===== config.mk =====
export PLATFORM = sky130hd
export DESIGN_NAME = codel_dequeue_drop_decision_core
export DESIGN_NICKNAME = d
export VERILOG_FILES = /design/src/rtl/codel_pkg.sv /design/src/rtl/codel_law.sv /design/src/rtl/codel_dequeue_drop_decision_core.sv
export SDC_FILE = /design/constraint.sdc
export NUM_CORES = 2
export LEC_CHECK = 0
export BUFFER_PORTS_ARGS = -buffer_cell sky130_fd_sc_hd__buf_2
export CAP_MARGIN = 20
export CORE_ASPECT_RATIO = 0.8
export CORE_MARGIN = 5
export CORE_UTILIZATION = 60
export DETAILED_ROUTE_END_ITERATION = 8
export PLACE_DENSITY = 0.81
export REMOVE_ABC_BUFFERS = 1
export SLEW_MARGIN = 30
export SYNTH_ARGS = -nofsm -noshare
export SYNTH_HDL_FRONTEND = slang
export SYNTH_SLANG_ARGS = --single-unit
export TNS_END_PERCENT = 50

===== constraint.sdc =====
create_clock -name clk -period 10.45 [get_ports clk]
set_clock_uncertainty 0.2 [all_clocks]
set_input_delay 2.09 -clock clk [delete_from_list [all_inputs] [get_ports clk]]
set_output_delay 2.09 -clock clk [all_outputs]
set_load 0.05 [all_outputs]

===== src/rtl/codel_pkg.sv =====
package codel_pkg;

  localparam int TIME_BITS    = 48;
  localparam int COUNT_BITS   = 16;
  localparam int CFG_BITS     = 24;
  localparam int BYTES_BITS   = 16;
  localparam int BACKLOG_BITS = 32;
  localparam int SQ_BITS      = 2 * CFG_BITS;
  localparam int ROOT_BITS    = SQ_BITS / 2;
  localparam int STEP_BITS    = $clog2(SQ_BITS + 1);
  localparam int REENTRY_SHIFT = 4;

  localparam logic [CFG_BITS-1:0]   TARGET_RESET   = CFG_BITS'(5000);
  localparam logic [CFG_BITS-1:0]   INTERVAL_RESET = CFG_BITS'(100000);
  localparam logic [BYTES_BITS-1:0] MAXPKT_RESET   = BYTES_BITS'(256);

  localparam logic REG_TARGET   = 1'b0;
  localparam logic REG_INTERVAL = 1'b1;

  localparam logic [1:0] ACT_DELIVER = 2'd0;
  localparam logic [1:0] ACT_DROP    = 2'd1;
  localparam logic [1:0] ACT_EMPTY   = 2'd2;

  localparam logic [1:0] PH_FIRST = 2'd0;
  localparam logic [1:0] PH_LOOP  = 2'd1;
  localparam logic [1:0] PH_ENTER = 2'd2;

  typedef struct packed {
    logic                  start;
    logic [CFG_BITS-1:0]   interval;
    logic [COUNT_BITS-1:0] count;
  } law_req_t;

  typedef struct packed {
    logic                 done;
    logic [ROOT_BITS-1:0] q;
  } law_rsp_t;

endpackage


===== src/rtl/codel_law.sv =====
module codel_law import codel_pkg::*; (
  input  logic     clk,
  input  logic     rst,
  input  law_req_t req,
  output law_rsp_t rsp
);

  typedef enum logic [3:0] {
    L_IDLE = 4'b0001,
    L_MUL  = 4'b0010,
    L_DIV  = 4'b0100,
    L_SQRT = 4'b1000
  } law_state_t;

  law_state_t             state;
  logic [CFG_BITS-1:0]    ival;
  logic [COUNT_BITS-1:0]  divisor;
  logic [SQ_BITS-1:0]     work;
  logic [COUNT_BITS-1:0]  rem_div;
  logic [ROOT_BITS-1:0]   root;
  logic [ROOT_BITS+1:0]   rem_sq;
  logic [STEP_BITS-1:0]   steps;
  logic                   done;

  logic [COUNT_BITS:0]    div_trial;
  logic [COUNT_BITS:0]    div_diff;
  logic                   div_ge;
  logic [ROOT_BITS+2:0]   sq_shift;
  logic [ROOT_BITS+2:0]   sq_trial;
  logic [ROOT_BITS+2:0]   sq_diff;
  logic                   sq_ge;

  // Restoring divide: one quotient bit per cycle.
  assign div_trial = {rem_div, work[SQ_BITS-1]};
  assign div_ge    = div_trial >= {1'b0, divisor};
  assign div_diff  = div_trial - {1'b0, divisor};

  // Digit-by-digit square root: one root bit per cycle.
  assign sq_shift = {rem_sq[ROOT_BITS:0], work[SQ_BITS-1 -: 2]};
  assign sq_trial = {1'b0, root, 2'b01};
  assign sq_ge    = sq_shift >= sq_trial;
  assign sq_diff  = sq_shift - sq_trial;

  always_ff @(posedge clk) begin
    if (rst) begin
      state <= L_IDLE;
      done  <= 1'b0;
    end else begin
      done <= 1'b0;
      case (state)
        L_IDLE: begin
          if (req.start) begin
            ival    <= req.interval;
            divisor <= (req.count == '0) ? COUNT_BITS'(1) : req.count;
            state   <= L_MUL;
          end
        end
        L_MUL: begin
          work    <= {{(SQ_BITS-CFG_BITS){1'b0}}, ival} * {{(SQ_BITS-CFG_BITS){1'b0}}, ival};
          rem_div <= '0;
          steps   <= STEP_BITS'(SQ_BITS - 1);
          state   <= L_DIV;
        end
        L_DIV: begin
          work    <= {work[SQ_BITS-2:0], div_ge};
          rem_div <= div_ge ? div_diff[COUNT_BITS-1:0] : div_trial[COUNT_BITS-1:0];
          steps   <= steps - STEP_BITS'(1);
          if (steps == '0) begin
            root   <= '0;
            rem_sq <= '0;
            steps  <= STEP_BITS'(ROOT_BITS - 1);
            state  <= L_SQRT;
          end
        end
        L_SQRT: begin
          work   <= {work[SQ_BITS-3:0], 2'b00};
          root   <= {root[ROOT_BITS-2:0], sq_ge};
          rem_sq <= sq_ge ? sq_diff[ROOT_BITS+1:0] : sq_shift[ROOT_BITS+1:0];
          steps  <= steps - STEP_BITS'(1);
          if (steps == '0) begin
            done  <= 1'b1;
            state <= L_IDLE;
          end
        end
        default: state <= L_IDLE;
      endcase
    end
  end

  assign rsp.done = done;
  assign rsp.q    = root;

endmodule


===== src/rtl/codel_dequeue_drop_decision_core.sv =====
// CoDel dequeue drop decision. Each input beat is one head-of-queue packet
// (or an empty mark); each gives exactly one result beat: deliver, drop or
// empty, with the dropping flag and drop count after it. Time is in integer
// ticks; time sums saturate, and the drop count saturates at its maximum.
// The block handles one packet at a time and is not ready while it works.
// A packet with no control-law update runs the sample, compare, decide and
// done states. A packet that updates the next drop time (entering the
// dropping state, or a drop inside the dropping loop) also passes the law
// and post states. The control law floor(interval / sqrt(count)) runs in
// a shared iterative unit: one 24x24 square, a 48-step restoring divide by
// the count and a 24-step square root. The result sits in an output
// register, so the next packet may be accepted before the result is taken.
// Configuration: index 0 target_ticks, index 1 interval_ticks; write only
// while the block is idle.
module codel_dequeue_drop_decision_core import codel_pkg::*; (
  input  logic                    clk,
  input  logic                    rst,
  input  logic                    cfg_write,
  input  logic                    cfg_index,
  input  logic [CFG_BITS-1:0]     cfg_data,
  input  logic                    in_valid,
  output logic                    in_ready,
  input  logic                    queue_empty,
  input  logic [TIME_BITS-1:0]    now_ticks,
  input  logic [TIME_BITS-1:0]    enqueue_ticks,
  input  logic [BYTES_BITS-1:0]   packet_bytes,
  input  logic [BACKLOG_BITS-1:0] backlog_bytes,
  output logic                    out_valid,
  input  logic                    out_ready,
  output logic [1:0]              action,
  output logic                    dropping_state,
  output logic [COUNT_BITS-1:0]   drop_count
);

  typedef enum logic [6:0] {
    S_IDLE   = 7'b0000001,
    S_SAMPLE = 7'b0000010,
    S_CMP    = 7'b0000100,
    S_DECIDE = 7'b0001000,
    S_LAW    = 7'b0010000,
    S_POST   = 7'b0100000,
    S_DONE   = 7'b1000000
  } state_t;

  function automatic logic [TIME_BITS-1:0] sat_add(input logic [TIME_BITS-1:0] a,
                                                   input logic [TIME_BITS-1:0] b);
    logic [TIME_BITS:0] s;
    s = {1'b0, a} + {1'b0, b};
    return s[TIME_BITS] ? {TIME_BITS{1'b1}} : s[TIME_BITS-1:0];
  endfunction

  state_t state;

  // configuration
  logic [CFG_BITS-1:0] target;
  logic [CFG_BITS-1:0] interval;

  // captured beat
  logic                    cap_empty;
  logic [TIME_BITS-1:0]    cap_now;
  logic [TIME_BITS-1:0]    cap_enq;
  logic [BYTES_BITS-1:0]   cap_bytes;
  logic [BACKLOG_BITS-1:0] cap_backlog;

  // control state
  logic                  in_dropping;
  logic [TIME_BITS-1:0]  first_above;
  logic [TIME_BITS-1:0]  next_drop;
  logic [COUNT_BITS-1:0] drop_counter;
  logic [BYTES_BITS-1:0] largest;
  logic [1:0]            call_phase;

  // sequencer scratch
  logic [TIME_BITS:0]    soj_diff;
  logic [TIME_BITS:0]    ndt_diff;
  logic                  backlog_gt;
  logic                  below;
  logic                  ge_fat;
  logic                  recent;
  logic [TIME_BITS-1:0]  fat_sum;
  logic [TIME_BITS-1:0]  law_base;
  logic                  law_loop;
  logic                  law_start;
  logic [COUNT_BITS-1:0] law_count;
  logic [1:0]            act;

  logic [BYTES_BITS-1:0] largest_next;
  logic [1:0]            phase;
  logic                  ok;
  logic [COUNT_BITS-1:0] count_inc;
  logic [COUNT_BITS-1:0] count_enter;
  logic [TIME_BITS-1:0]  interval_ext;
  logic [TIME_BITS-1:0]  reentry_span;

  law_req_t law_req;
  law_rsp_t law_rsp;

  assign in_ready     = (state == S_IDLE);
  assign largest_next = (largest < cap_bytes) ? cap_bytes : largest;
  assign phase        = (call_phase == PH_LOOP || call_phase == PH_ENTER) ? call_phase
                                                                          : PH_FIRST;
  assign ok           = !below && (first_above != '0) && ge_fat;
  assign count_inc    = (drop_counter == {COUNT_BITS{1'b1}}) ? drop_counter
                                                             : drop_counter + COUNT_BITS'(1);
  assign count_enter  = (drop_counter > COUNT_BITS'(1) && recent)
                        ? drop_counter - COUNT_BITS'(1) : COUNT_BITS'(1);
  assign interval_ext = {{(TIME_BITS-CFG_BITS){1'b0}}, interval};
  assign reentry_span = {{(TIME_BITS-CFG_BITS-REENTRY_SHIFT){1'b0}}, interval,
                         {REENTRY_SHIFT{1'b0}}};

  assign law_req.start    = law_start;
  assign law_req.interval = interval;
  assign law_req.count    = law_count;

  codel_law u_law (
    .clk (clk),
    .rst (rst),
    .req (law_req),
    .rsp (law_rsp)
  );

  // Configuration registers: written any time; read while a beat is in work.
  always_ff @(posedge clk) begin
    if (rst) begin
      target   <= TARGET_RESET;
      interval <= INTERVAL_RESET;
    end else if (cfg_write) begin
      case (cfg_index)
        REG_TARGET:   target   <= cfg_data;
        REG_INTERVAL: interval <= cfg_data;
        default:      target   <= target;
      endcase
    end
  end

  // Capture the input beat.
  always_ff @(posedge clk) begin
    if (in_valid && in_ready) begin
      cap_empty   <= queue_empty;
      cap_now     <= now_ticks;
      cap_enq     <= enqueue_ticks;
      cap_bytes   <= packet_bytes;
      cap_backlog <= backlog_bytes;
    end
  end

  // Sequencer and control state.
  always_ff @(posedge clk) begin
    if (rst) begin
      state        <= S_IDLE;
      in_dropping  <= 1'b0;
      first_above  <= '0;
      next_drop    <= '0;
      drop_counter <= '0;
      largest      <= MAXPKT_RESET;
      call_phase   <= PH_FIRST;
      law_start    <= 1'b0;
      out_valid    <= 1'b0;
    end else begin
      law_start <= 1'b0;
      if (out_valid && out_ready) begin
        out_valid <= 1'b0;
      end
      case (state)
        S_IDLE: begin
          if (in_valid) begin
            state <= S_SAMPLE;
          end
        end
        S_SAMPLE: begin
          // Track the largest packet and take both time differences.
          if (!cap_empty) begin
            largest <= largest_next;
          end
          backlog_gt <= cap_backlog > {{(BACKLOG_BITS-BYTES_BITS){1'b0}}, largest_next};
          soj_diff   <= {1'b0, cap_now} - {1'b0, cap_enq};
          ndt_diff   <= {1'b0, cap_now} - {1'b0, next_drop};
          state      <= S_CMP;
        end
        S_CMP: begin
          // A negative sojourn (enqueue after now) counts as below target.
          below   <= soj_diff[TIME_BITS]
                     || (soj_diff[TIME_BITS-1:0] < {{(TIME_BITS-CFG_BITS){1'b0}}, target})
                     || !backlog_gt;
          ge_fat  <= cap_now >= first_above;
          recent  <= ndt_diff[TIME_BITS] || (ndt_diff[TIME_BITS-1:0] < reentry_span);
          fat_sum <= sat_add(cap_now, interval_ext);
          state   <= S_CMP == state ? S_DECIDE : S_IDLE;
        end
        S_DECIDE: begin
          act   <= ACT_DELIVER;
          state <= S_DONE;
          if (cap_empty) begin
            // Empty queue: end the call, and leave dropping inside the loop.
            first_above <= '0;
            if (phase == PH_LOOP) begin
              in_dropping <= 1'b0;
            end
            act        <= ACT_EMPTY;
            call_phase <= PH_FIRST;
          end else begin
            if (below) begin
              first_above <= '0;
            end else if (first_above == '0) begin
              first_above <= fat_sum;
            end
            call_phase <= PH_FIRST;
            if (phase == PH_LOOP) begin
              if (!ok) begin
                in_dropping <= 1'b0;
              end else begin
                // Advance next drop time from itself, then retest.
                law_start <= 1'b1;
                law_count <= drop_counter;
                law_base  <= next_drop;
                law_loop  <= 1'b1;
                state     <= S_LAW;
              end
            end else if (phase == PH_ENTER) begin
              call_phase <= PH_FIRST;
            end else if (in_dropping) begin
              if (!ok) begin
                in_dropping <= 1'b0;
              end else if (!ndt_diff[TIME_BITS]) begin
                drop_counter <= count_inc;
                act          <= ACT_DROP;
                call_phase   <= PH_LOOP;
              end
            end else if (ok) begin
              // Enter dropping; resume near the old count if it was recent.
              in_dropping  <= 1'b1;
              drop_counter <= count_enter;
              law_start    <= 1'b1;
              law_count    <= count_enter;
              law_base     <= cap_now;
              law_loop     <= 1'b0;
              act          <= ACT_DROP;
              call_phase   <= PH_ENTER;
              state        <= S_LAW;
            end
          end
        end
        S_LAW: begin
          if (law_rsp.done) begin
            next_drop <= sat_add(law_base, {{(TIME_BITS-ROOT_BITS){1'b0}}, law_rsp.q});
            state     <= S_POST;
          end
        end
        S_POST: begin
          if (law_loop && cap_now >= next_drop) begin
            drop_counter <= count_inc;
            act          <= ACT_DROP;
            call_phase   <= PH_LOOP;
          end
          state <= S_DONE;
        end
        S_DONE: begin
          // Hold until the output register is free, then load the result.
          if (!out_valid || out_ready) begin
            action         <= act;
            dropping_state <= in_dropping;
            drop_count     <= drop_counter;
            out_valid      <= 1'b1;
            state          <= S_IDLE;
          end
        end
        default: state <= S_IDLE;
      endcase
    end
  end

`ifndef SYNTHESIS
  a_busy_after_accept: assert property (@(posedge clk) disable iff (rst)
    (in_valid && in_ready) |=> !in_ready)
    else $error("sequencer stayed ready after accepting a beat");

  a_law_done_in_law: assert property (@(posedge clk) disable iff (rst)
    law_rsp.done |-> (state == S_LAW))
    else $error("control-law result arrived outside the law wait");

  a_drop_while_dropping: assert property (@(posedge clk) disable iff (rst)
    (out_valid && action == ACT_DROP) |-> dropping_state)
    else $error("drop reported outside the dropping state");
`endif

endmodule

# After elaboration in Yosys (flattened, before gate mapping)
# Index checks and enable logic that the tools add are counted.
dict set report word_totals {
  regBits 733
}
dict set report classes {
  n_addsub 9
  magnitude_cmp 9
  eq_ne 34
  n_mux 83
  bitwise 5
  n_mul 1
  n_reduce_logical 45
}
# op count
set op_table {}
lappend op_table {{48-bit 2-to-1 mux} 9}
lappend op_table {{16-bit 2-to-1 mux} 16}
lappend op_table {{48-bit one-hot mux with 3 select lines} 1}
lappend op_table {{48-bit by 24-bit adder with 49-bit output} 2}
lappend op_table {{48-bit by 48-bit subtractor with 49-bit output} 2}
lappend op_table {{48-bit >= comparator} 2}
lappend op_table {{16-bit one-hot mux with 2 select lines} 2}
lappend op_table {{7-bit 2-to-1 mux} 8}
lappend op_table {{25-bit 2-to-1 mux} 2}
lappend op_table {{25-bit one-hot mux with 2 select lines} 1}
lappend op_table {{7-bit one-hot mux with 7 select lines} 1}
lappend op_table {{48-bit logical NOT} 1}
lappend op_table {{48-bit by 24-bit < comparator with 1-bit output} 1}
lappend op_table {{48-bit by 28-bit < comparator with 1-bit output} 1}
lappend op_table {{24-bit by 24-bit multiplier with 48-bit output} 1}
lappend op_table {{24-bit one-hot mux with 2 select lines} 1}
lappend op_table {{48-bit nonzero test} 1}
lappend op_table {{32-bit by 16-bit > comparator with 1-bit output} 1}
lappend op_table {{27-bit by 26-bit >= comparator with 1-bit output} 1}
lappend op_table {{25-bit subtractor} 1}
lappend op_table {{24-bit 2-to-1 mux} 1}
lappend op_table {{2-bit 2-to-1 mux} 11}
lappend op_table {{1-bit 2-to-1 mux} 21}
lappend op_table {{2-bit != test (second input constant)} 10}
lappend op_table {{43 further kinds} 88}

# Depth between registers and ports, before layout
dict set report depth {
  ltp_word 9
  mapped_depth 29
  ltp_nobuf 27
}

# Modules after synthesis
# From an unflattened synthesis, not the netlist that was laid out.
dict set report hier_totals {
  hier_cells 5887
  hier_area_um2 57565.2
}
# mod area_each_um2 instances cells_per_inst seq_area_each_um2
set by_module_without_submodules {}
lappend by_module_without_submodules {codel_dequeue_drop_decision_core 31890.6 1 3204 15084.5}
lappend by_module_without_submodules {codel_law 25674.6 1 2683 4874.7}

# Worst setup path after synthesis
# No wires, ideal clock.
dict set report synth_path {
  path_type {input to register}
  startpoint {input rst}
  endpoint {register backlog_gt, enable pin}
  arrival_time_ns 8.963
  cell_stages 3
  slack_ns 0.622
  setup_time_ns 0.665
  path_buffers 2
  cell_sequence {clkbuf_1 buf_1 nor3_1}
}
dict set report synth_between {
  elab_chain_cells 2
}
# item line
set synth_lines {}
lappend synth_lines {{from (decl)} codel_dequeue_drop_decision_core.sv:17} ;# input logic rst,
lappend synth_lines {{1-bit NOT (no line)} --}
lappend synth_lines {{2-bit AND reduction (no line)} --}
lappend synth_lines {{to (signal assigned)} codel_dequeue_drop_decision_core.sv:175} ;# backlog_gt <= cap_backlog > {{(BACKLOG_BITS-BYTES_BITS){1'b0}}, largest_next};
lappend synth_lines {{to (decl)} codel_dequeue_drop_decision_core.sv:76} ;# logic backlog_gt;
# No other way between the ends.
# A chain may end at the register's enable or synchronous reset.

# Worst setup path in the final report
dict set report layout_path {
  startpoint {register u_law.ival[22]}
  endpoint {register u_law.work[47] (data pin)}
}
dict set report layout_between {
  elab_chain_cells 2
}
# item line
set layout_lines {}
lappend layout_lines {{from (decl)} codel_law.sv:16} ;# logic [CFG_BITS-1:0] ival;
lappend layout_lines {{from (signal assigned)} codel_law.sv:53} ;# ival <= req.interval;
lappend layout_lines {{24-bit by 24-bit multiplier with 48-bit output} codel_law.sv:59} ;# work <= {{(SQ_BITS-CFG_BITS){1'b0}}, ival} * {{(SQ_BITS-CFG_BITS){1'b0}}, ival};
lappend layout_lines {{48-bit one-hot mux with 3 select lines} codel_law.sv:50} ;# case (state)
lappend layout_lines {{to (signal assigned)} codel_law.sv:59}
lappend layout_lines {{to (signal assigned)} codel_law.sv:65} ;# work <= {work[SQ_BITS-2:0], div_ge};
lappend layout_lines {{to (signal assigned)} codel_law.sv:76} ;# work <= {work[SQ_BITS-3:0], 2'b00};
lappend layout_lines {{to (decl)} codel_law.sv:18} ;# logic [SQ_BITS-1:0] work;
# No other way between the ends.

==> impl_metrics.tcl <==
set metrics [dict create \
    ir_drop_mv 0.181 \
    layout_common_cells "inv_1, nand2_1, edfxtp_1" \
    place_ws_ps 2210 \
    nNetsFinal 6995 \
    synth_edf_count 536 \
    gp_congestion 0.962 \
    cts.sinks 729 \
    path_buf_inv 4 \
    drt-pass1-iter-count 6 \
    min_period_over_period_pct 79.3 \
    p_leak_nw 27.0 \
    crit_fanout 25 \
    cts_hold_buf 0 \
    synthCells 5795 \
    grt_max_degree 103 \
    drtIter0Drc 4370 \
    start_util_pct 60.7 \
    crit_slowest_cell "edfxtp_1" \
    r2r_cells 23 \
    cts_max_path_buffers 3 \
    finalMaxSlewViolations 0 \
    tightest_slew_ps 1030 \
    cts-resized-gates 0 \
    rsz0062_at_grt "false" \
    post-route-min-period_ps 8290 \
    finalSetupViolCount 0 \
    cpPeakStageDelay_ps 920 \
    hp-class "flop to flop" \
    die_h_um 285 \
    track_usage_pct 29.0 \
    setup_ws_ps 2160 \
    synth.distinct_cells 96 \
    drv_cap 0 \
    fp.dieW_um 354 \
    placed_cell_area_um2 58800 \
    vias_per_cell 5.99 \
    cts_tree "yes" \
    worstPathArrival_ps 8590 \
    cts_made_buffers 78 \
    timing.hold.ws_ps 219 \
    path_class "flop to flop" \
    total_power_mw 8.70 \
    yosysWarnings 0 \
    core_um2 93500 \
    synth-main-ff-cell "edfxtp_1" \
    ys_seq_elements 729 \
    root_buffer "clkbuf_16" \
    design_area_um2 61600 \
    cpLargestDelayFamily "adder cells" \
    min_path_cells 0 \
    cts_htree_levels 3 \
    ys_seq_area_share_pct 35.2 \
    drive_above_1_share_pct 7.12 \
    cp.required_ps 10750 \
    crit_path_frequent_cell "fa_1" \
    io_pins 196 \
    grt_pass1_wl_um 234000 \
    antenna_found_initial 4 \
    first_global_vias 43193 \
    final_cells 7185 \
    syn_avg_cell_area_um2 9.79 \
    postCtsSetupBuffers 0 \
    path_clk_slew_ps 60 \
    core.rowCount 100 \
    dpl.hpwl_um 112000 \
    synth_area_um2 56700 \
    wl_per_cell_um 20.5 \
    route.vias.total 43007 \
    wl_um 147000 \
    crit_path_end_kind "flop" \
    fin_util_pct 65.9 \
    overflow 0 \
    synthArstFlopShare_pct 0 \
    antenna_left 0 \
    placedCellCount 7034 \
    status "finished clean" \
    drc 0 \
    final_common_cell "inv_1" \
    max_freq_ghz 0.121 \
    start_kind "flop" \
    p_per_area_nw_per_um2 141 \
    clock_latency_ps 670 \
    finalHoldViolations 0 \
    area_delta_synth_final_pct 8.66 \
    setup_tns_ps 0 \
    port_buffers 195 \
    crit_cells 23 \
    worstPathCellList "and2_1 -> inv_1 -> fa_1 -> inv_1 -> fa_1 -> fa_1 -> fa_1 -> fa_1 -> fa_1 -> inv_1 -> fa_1 -> inv_1 -> ha_1 -> nand2_1 -> o21ai_1 -> nor2_1 -> a2111oi_0 -> o31a_1 -> o21ai_1 -> o21ai_1 -> a21oi_1 -> nor2_1 -> mux2i_1" \
    die_area_um2 101000 \
    slew_headroom_pct 31.6 \
]
[registers in the layout, indices dropped and copies added (netlist names), 25 cells and up]
name and count:
ndt_diff 45, soj_diff 49, cap_enq 48, cap_backlog 32
first_above 48, law_base 48, fat_sum 48, u_law.work 48
next_drop 48, u_law.rem_sq 25, cap_now 48
[synthesized netlist by cell type, types with 108 or more instances]
master | instances | area, µm²
inv_1 | 909 | 3410
nand2_1 | 551 | 2070
edfxtp_1 | 536 | 16100
ha_1 | 490 | 6130
fa_1 | 437 | 8750
a21oi_1 | 369 | 1850
nor2_1 | 279 | 1050
o21ai_0 | 211 | 1060
dfxtp_1 | 193 | 3860
clkbuf_1 | 180 | 676
and2_1 | 149 | 932
nand3_1 | 141 | 706
xnor2_1 | 141 | 1230
a21o_1 | 140 | 1050
xor2_1 | 108 | 946
[final cells by class]
class,count,area (µm²)
multi-input cells,3939,32600
fillers,7161,31900
flip-flops and latches,729,20000
inverters,909,3410
clock buffers,106,2180
well taps,1224,1530
repair buffers,236,1430
clock inverters,40,543
diodes,2,5.00
[kinds of logic after synthesis]
logic type | synth area share, %
compound gates | 12.6
xor+xnor | 3.85
fa+ha+maj | 26.3
buf+inv | 7.58
flops | 35.2
mux | 1.32
simple gates | 13.2
[worst reg2reg max path, delay by kind of cell (launching register included)]
family	cells	cell delay, ps
buf+inv	4	260
compound gates	6	1770
simple gates	4	660
flops	1	920
mux	1	190
fa+ha+maj	8	4130
[final timing paths]
| kind | startpoint | end | slack (ps) |
|---|---|---|---|
| worst min register to register | act[0] | action[0] | 220 |
| worst max-delay path | u_law.ival[22] | u_law.work[47] | 2160 |
| worst max register to register | u_law.ival[22] | u_law.work[47] | 2160 |
| worst min-delay path | act[0] | action[0] | 220 |
[where the power goes]
group          leakage [nW]  switching [mW]  internal, mW
Clock                  1.32            1.24          1.71
Sequential             6.47           0.240          3.47
Combinational          19.2            1.21         0.832
Total                  27.0            2.69          6.01
[metal layers]
metal / track usage [%] / up-vias / wire [µm]
met5: 0 / - / 13
met3: 6.79 / 357 / 13800
met1: 39.1 / 20937 / 60200
met2: 46.1 / 1851 / 66900
met4: 11.1 / 2 / 6170
li1: - / 19860 / -
No activity file was read; power rests on OpenSTA's default activity.
